===== src/sv/queue_with_positional_insert_core_assert.svh =====
// Assertion macros for the positional insert queue.
// Included by the RTL files that assert; uses the clk and rst of the including module.
`ifndef QUEUE_WITH_POSITIONAL_INSERT_CORE_ASSERT_SVH
`define QUEUE_WITH_POSITIONAL_INSERT_CORE_ASSERT_SVH

// same-cycle implication
`define QPI_ASSERT_IMPL(label, ante, cons) \
  label: assert property (@(posedge clk) disable iff (rst) (ante) |-> (cons)) \
    else $error("queue core check failed");

// next-cycle implication
`define QPI_ASSERT_NEXT(label, ante, cons) \
  label: assert property (@(posedge clk) disable iff (rst) (ante) |=> (cons)) \
    else $error("queue core check failed");

`endif


===== src/sv/qpi_pkg.sv =====
// Shared types and constants for the positional insert queue.
// No dependencies; imported by qpi_cell and the top level.
`default_nettype none

package qpi_pkg;

  localparam int DEPTH      = 16;
  localparam int WORD_WIDTH = 32;
  localparam int CNT_W      = $clog2(DEPTH + 1);
  localparam int IDX_W      = $clog2(DEPTH);
  localparam int AHEAD_W    = 5;
  localparam int CMP_W      = (CNT_W > AHEAD_W) ? CNT_W : AHEAD_W;

  localparam logic ACT_ENQ = 1'b0;
  localparam logic ACT_DEQ = 1'b1;

  typedef enum logic [1:0] {
    ST_OK    = 2'd0,
    ST_FULL  = 2'd1,
    ST_EMPTY = 2'd2
  } status_t;

  typedef enum logic [1:0] {
    CELL_HOLD,
    CELL_LOAD,
    CELL_FROM_PREV,
    CELL_FROM_NEXT
  } cell_op_t;

  // broadcast to every cell for one word
  typedef struct packed {
    logic             enq;
    logic             deq;
    logic [CNT_W-1:0] pos;
    logic [CNT_W-1:0] count;
  } qpi_ctrl_t;

endpackage

`default_nettype wire


===== src/sv/qpi_cell.sv =====
// One storage slot of the queue chain: holds, loads or shifts from a neighbour.
// Depends on qpi_pkg.
`default_nettype none

module qpi_cell import qpi_pkg::*; (
  input  wire                  clk,
  input  wire qpi_ctrl_t       ctrl,
  input  wire [IDX_W-1:0]      index,
  input  wire [WORD_WIDTH-1:0] new_word,
  input  wire [WORD_WIDTH-1:0] prev_word,
  input  wire [WORD_WIDTH-1:0] next_word,
  output logic [WORD_WIDTH-1:0] word
);

  cell_op_t         sel;
  logic [CNT_W-1:0] idx;
  logic [CNT_W:0]   idx_inc;

  assign idx     = CNT_W'(index);
  assign idx_inc = {1'b0, idx} + (CNT_W + 1)'(1);

  always_comb begin
    sel = CELL_HOLD;
    if (ctrl.enq) begin
      if (idx == ctrl.pos) begin
        sel = CELL_LOAD;
      end else if ((idx > ctrl.pos) && (idx <= ctrl.count)) begin
        sel = CELL_FROM_PREV;
      end
    end else if (ctrl.deq) begin
      if (idx_inc < {1'b0, ctrl.count}) begin
        sel = CELL_FROM_NEXT;
      end
    end
  end

  always_ff @(posedge clk) begin
    case (sel)
      CELL_LOAD:      word <= new_word;
      CELL_FROM_PREV: word <= prev_word;
      CELL_FROM_NEXT: word <= next_word;
      default:        word <= word;
    endcase
  end

endmodule

`default_nettype wire


===== src/sv/queue_with_positional_insert_core.sv =====
// Bounded queue of DEPTH words with insertion a chosen number of places ahead of the tail.
// Top level; depends on qpi_pkg, qpi_cell and queue_with_positional_insert_core_assert.svh.
//
// A bounded FIFO of DEPTH words held in a row of qpi_cell slots, slot 0 the head.
// Each input word is either an enqueue (s_tuser = 0) carrying a data word and a
// places_ahead value p, or a dequeue (s_tuser = 1). An enqueue with p = 0 appends at
// the tail; with p below the fill count the word lands p slots short of the tail and
// the p youngest words step one slot tailwards; with p at or beyond the count it
// becomes the head. A dequeue returns the head and each slot below the new count takes
// its successor's word. Every input word yields exactly one result word: the removed
// word with head_valid set, the fill count after the operation, and a status (ok, enqueue
// dropped when full, dequeue on empty). One word is taken per clock cycle: all slots
// decide locally and update in the same edge, and the result sits in a single output
// register, so outside reset s_tready stays high while m_tready is high or no result
// is pending. m_tvalid rises in the cycle after acceptance. Slot contents are not
// reset; only slots below the fill count are ever read.
`default_nettype none

`include "queue_with_positional_insert_core_assert.svh"

module queue_with_positional_insert_core import qpi_pkg::*; (
  input  wire         clk,
  input  wire         rst,
  input  wire         s_tvalid,
  output logic        s_tready,
  input  wire  [39:0] s_tdata,  // [31:0] data_word, [36:32] places_ahead, [39:37] zero
  input  wire  [0:0]  s_tuser,  // [0] action
  output logic        m_tvalid,
  input  wire         m_tready,
  output logic [39:0] m_tdata,  // [31:0] head_word, [36:32] fill_count, [39:37] zero
  output logic [2:0]  m_tuser   // [0] head_valid, [2:1] status
);

  // ---- input word unpacking
  logic                  accept;
  logic                  action;
  logic [31:0]           data_word;
  logic [AHEAD_W-1:0]    places_ahead;

  assign accept       = s_tvalid && s_tready;
  assign action       = s_tuser[0];
  assign data_word    = s_tdata[31:0];
  assign places_ahead = s_tdata[36:32];

  // ---- fill count and control
  logic [CNT_W-1:0] count;
  logic [CNT_W-1:0] count_next;
  logic             full;
  logic             empty;
  logic [CMP_W-1:0] ahead_w;
  logic [CMP_W-1:0] count_w;
  logic [CNT_W-1:0] pos;
  qpi_ctrl_t        ctrl;

  assign full    = (count == CNT_W'(DEPTH));
  assign empty   = (count == '0);
  assign ahead_w = CMP_W'(places_ahead);
  assign count_w = CMP_W'(count);
  // insert point counted from the head; saturates at the head
  assign pos     = (ahead_w >= count_w) ? '0 : CNT_W'(count_w - ahead_w);

  assign ctrl.enq   = accept && (action == ACT_ENQ) && !full;
  assign ctrl.deq   = accept && (action == ACT_DEQ) && !empty;
  assign ctrl.pos   = pos;
  assign ctrl.count = count;

  always_comb begin
    count_next = count;
    if (ctrl.enq) begin
      count_next = count + CNT_W'(1);
    end else if (ctrl.deq) begin
      count_next = count - CNT_W'(1);
    end
  end

  always_ff @(posedge clk) begin
    if (rst) begin
      count <= '0;
    end else begin
      count <= count_next;
    end
  end

  // ---- slot chain
  logic [WORD_WIDTH-1:0] cell_word [DEPTH];
  logic [WORD_WIDTH-1:0] new_word;

  assign new_word = WORD_WIDTH'(data_word);

  for (genvar i = 0; i < DEPTH; i++) begin : g_cell
    logic [WORD_WIDTH-1:0] prev_word;
    logic [WORD_WIDTH-1:0] next_word;

    if (i == 0) begin : g_first
      assign prev_word = '0;
    end else begin : g_mid_prev
      assign prev_word = cell_word[i-1];
    end

    if (i == DEPTH - 1) begin : g_last
      assign next_word = '0;
    end else begin : g_mid_next
      assign next_word = cell_word[i+1];
    end

    qpi_cell u_cell (
      .clk       (clk),
      .ctrl      (ctrl),
      .index     (IDX_W'(i)),
      .new_word  (new_word),
      .prev_word (prev_word),
      .next_word (next_word),
      .word      (cell_word[i])
    );
  end

  // ---- result word
  status_t     res_status;
  logic        res_valid;
  logic [31:0] res_word;

  always_comb begin
    res_status = ST_OK;
    res_valid  = 1'b0;
    res_word   = '0;
    if (action == ACT_ENQ) begin
      if (full) begin
        res_status = ST_FULL;
      end
    end else begin
      if (empty) begin
        res_status = ST_EMPTY;
      end else begin
        res_valid = 1'b1;
        res_word  = 32'(cell_word[0]);
      end
    end
  end

  // single output register; a new word is taken whenever it drains
  assign s_tready = !rst && (!m_tvalid || m_tready);

  always_ff @(posedge clk) begin
    if (rst) begin
      m_tvalid <= 1'b0;
    end else if (accept) begin
      m_tvalid <= 1'b1;
    end else if (m_tready) begin
      m_tvalid <= 1'b0;
    end
  end

  always_ff @(posedge clk) begin
    if (accept) begin
      m_tdata <= {3'b000, 5'(count_next), res_word};
      m_tuser <= {res_status, res_valid};
    end
  end

  // ---- checks
  `QPI_ASSERT_NEXT(a_enq_grows, ctrl.enq, count == $past(count) + CNT_W'(1))
  `QPI_ASSERT_NEXT(a_deq_shrinks, ctrl.deq, count == $past(count) - CNT_W'(1))
  `QPI_ASSERT_NEXT(a_deq_flags_word, ctrl.deq, m_tvalid && m_tuser[0])
  `QPI_ASSERT_IMPL(a_full_status, m_tvalid && (m_tuser[2:1] == ST_FULL),
                   m_tdata[36:32] == 5'(DEPTH))

endmodule

`default_nettype wire

===== config.mk =====
export PLATFORM = sky130hd
export DESIGN_NAME = queue_with_positional_insert_core
export DESIGN_NICKNAME = d
export VERILOG_FILES = /design/src/sv/qpi_pkg.sv /design/src/sv/qpi_cell.sv /design/src/sv/queue_with_positional_insert_core.sv
export VERILOG_INCLUDE_DIRS = /design/src /design/src/sv
export SDC_FILE = /design/constraint.sdc
export NUM_CORES = 1
export LEC_CHECK = 0
export BUFFER_PORTS_ARGS = -buffer_cell sky130_fd_sc_hd__buf_2
export CORE_MARGIN = 3
export CORE_UTILIZATION = 45
export CTS_CLUSTER_DIAMETER = 40
export DETAILED_ROUTE_END_ITERATION = 8
export HOLD_SLACK_MARGIN = 0.03
export PLACE_DENSITY = 0.75
export SLEW_MARGIN = 20
export SYNTH_ARGS = -nofsm -noshare
export SYNTH_HDL_FRONTEND = slang
export SYNTH_SLANG_ARGS = --single-unit

===== constraint.sdc =====
create_clock -name clk -period 6.83 [get_ports clk]
set_input_delay 1.366 -clock clk [delete_from_list [all_inputs] [get_ports clk]]
set_output_delay 1.366 -clock clk [all_outputs]
set_load 0.02 [all_outputs]

==> impl_results.md <==
- Hold Startpoint: g_cell[0].u_cell.word[5]
- Clock Path Buffers: 3
- Die area: 0.06444 mm²
- DRT Wirelength: 77190 µm
- Hold path depth: 1
- Slew @ Worst Pin: 0.9623 ns
- Starting DRT DRC Count: 2194
- GRT Total Usage: 0.2367
- CP Capture Type: flip-flop
- Synth-to-Final Area Change: 12.43%
- Core area: 0.06058 mm²
- Design area: 0.03108 mm²
- DRT Pass-1 Iters: 5
- FP Rows: 90
- Post-CTS Setup Bufs: 0
- Largest net degree at the start of global routing: 43
- VDD IR-drop max: 269.8 µV
- Final period utilization: 0.6862
- Pwr dens: 254.8 mW/mm²
- Launch point of the worst reg-to-reg path: count[0]
- Tmin final: 4.687 ns
- Busiest grt layer: met2
- Ys async rst share: 0
- Highest Clock Rate: 213.4 MHz
- H-tree depth: 3
- Kind of critical path: reg -> reg
- Fin cells: 2923
- Max_slew headroom: 0.3585
- Global route overflow: 0
- Cells after DPL: 2805
- Initial Util: 0.4563
- Number of global-route vias before repair: 20249
- CP max FO: 33
- Port bufs: 83
- Clock skew: 0.01369 ns
- Finish-stage setup viols: 0
- Drt drc: 0
- Number of synthesized flops with an enable pin: 552
- Worst skew pair latency: 0.61 ns
- First-pass GRT wire length: 119700 µm
- Hold crit path type: reg -> reg
- Drt via density: 6.759
- Gpl congestion: 0.8916
- Hpwl dp: 48480 µm
- Synth Warn #: 0
- CP startpoint: count[0]
- CP Data Required Time: 7.11 ns
- FF+latch count, synth: 558
- CTS Hold Bufs: 0
- Met1 GRT Util: 0.3152
- Sink Count: 558
- Die span in y: 253.8 µm
- Final Max Tran Viols: 0
- Root Buffer: clkbuf_16
- Register area share after synthesis: 0.6040
- Ys flop type: edfxtp_1
- Initial antenna violation count: 1
- IO Count: 90
- NumNets Final: 2149
- Cell count after synthesis: 2108
- Status: finished, final reports clean
- RSZ-0062 raised after global routing: no
- Final TNS setup: 0 ns
- Antenna Nets Post-Route: 0
- Layout cells sized above 1: 0.1584
- Fill cells: 5073
- LEAKAGE: 11.63 nW
- Placed Area: 0.02888 mm²
- Post-CTS sizing: 0
- CTS tree: done
- Synthesized area per cell: 13.11 µm²
- Synth cell types: 67
- DR WL/cell: 26.41 µm
- Clk pin slew, worst setup/hold paths: 0.06 ns
- Reg2reg path depth: 10
- WP data arrival: 4.97 ns
- Max cap viols: 0
- CP Launch Type: flip-flop
- Die Wd: 253.8 µm
- Vias post-DR: 19758
- CTS buffer count: 67
- Final Hold Fails: 0
- Synthesized area: 0.02764 mm²
- Met2 Use GR: 0.3936
- Met3 usage: 0.03623
critical path, cell delays in order (launching register included):
cell and delay [ns]:
dfxtp_1 0.44, inv_1 0.35, ha_1 0.25, inv_1 0.11, fa_1 0.98, a21oi_1 0.18, or3_1 0.52, a21oi_1 0.26
o21ba_2 0.80, nand2_1 0.11, buf_4 0.35
final cells by class:
type,instances,area (µm²),share of cell area
timing repair buffer,151,985.9,0.03172
clock inverter,39,362.8,0.01167
sequential,558,16700,0.5372
clock buffer,77,1799,0.05789
inverter,44,165.2,0.005314
antenna,1,2.502,0.00008052
multi-input combinational,1271,10090,0.3246
tap,782,978.4,0.03148
cells by family after synthesis:
kind of cell / synth area share
compound gates: 0.2399
xor+xnor: 0.001585
fa+ha+maj: 0.005251
buf+inv: 0.04114
flops: 0.6040
mux: 0.01304
other cells: 0.0001357
simple gates: 0.09492
per-stage QoR:
stage / power (W) / hold WS, ns / util / setup WS (ns)
floorplan: 0.004298 / 0.5251 / - / 0.02473
global placement: 0.004431 / 0.5474 / 0.4758 / 1.627
detailed placement: 0.004452 / 0.5459 / 0.4767 / 1.530
CTS: 0.007946 / 0.5616 / 0.5124 / 2.092
global route: 0.008125 / 0.5821 / 0.5130 / 1.814
finish: 0.007919 / 0.5591 / 0.5130 / 2.143
layer usage:
metal	up-vias	share of wire
met1	10035	0.40
met4	0	0.032
li1	8410	-
met5	-	0
met2	1115	0.49
met3	198	0.079
final timing paths:
check | to | slack, ns
setup reg to reg | g_cell[4].u_cell.word[18] | 2.14
hold / removal | m_tdata[5] | 0.56
hold reg to reg | m_tdata[5] | 0.56
setup / recovery | g_cell[4].u_cell.word[18] | 2.14
cells in the final DEF, fill, tap and decap left out, types with 25 or more instances in the layout:
cell,Yosys,routed
a22o_1,192,192
a21o_1,198,198
buf_2,27,83
inv_1,44,43
edfxtp_1,552,552
nand3_1,42,42
nor4_1,35,35
a221o_1,256,256
buf_4,3,65
mux2_2,32,32
and2_1,259,259
o21ai_0,45,42
nand2_1,25,25
clkbuf_16,0,71
synthesized netlist by cell type, types with 7 or more instances:
cell type  instances  area [µm²]
a21oi_1           24       120.1
o31ai_1            7       52.55
and2_1           259        1620
nor4_1            35       219.0
ha_1              10       125.1
a221o_1          256        2562
mux2_2            32       360.4
edfxtp_1         552       16580
inv_1             44       165.2
nand3_1           42       210.2
a21o_1           198        1486
nor2_1            33       123.9
nor3_1            12       60.06
clkbuf_1         164       615.6
a22o_1           192        1682
buf_1             38       142.6
o21ai_0           45       225.2
nand2_1           25       93.84
buf_2             27       135.1
nor2b_1           10       62.56
sequential cells by signal, summed over array words and instances, names as in the netlist:
register and count:
g_cell.u_cell.word 512, m_tdata 37, count 5, m_tuser 3
m_tvalid 1
power breakdown:
group	internal, W	leakage, nW	switching, W
combinational	0.000206	5.54	0.000321
sequential	0.00384	5.04	0.0000272
clock	0.00209	1.04	0.00144
No activity file was read; power rests on OpenSTA's default activity.
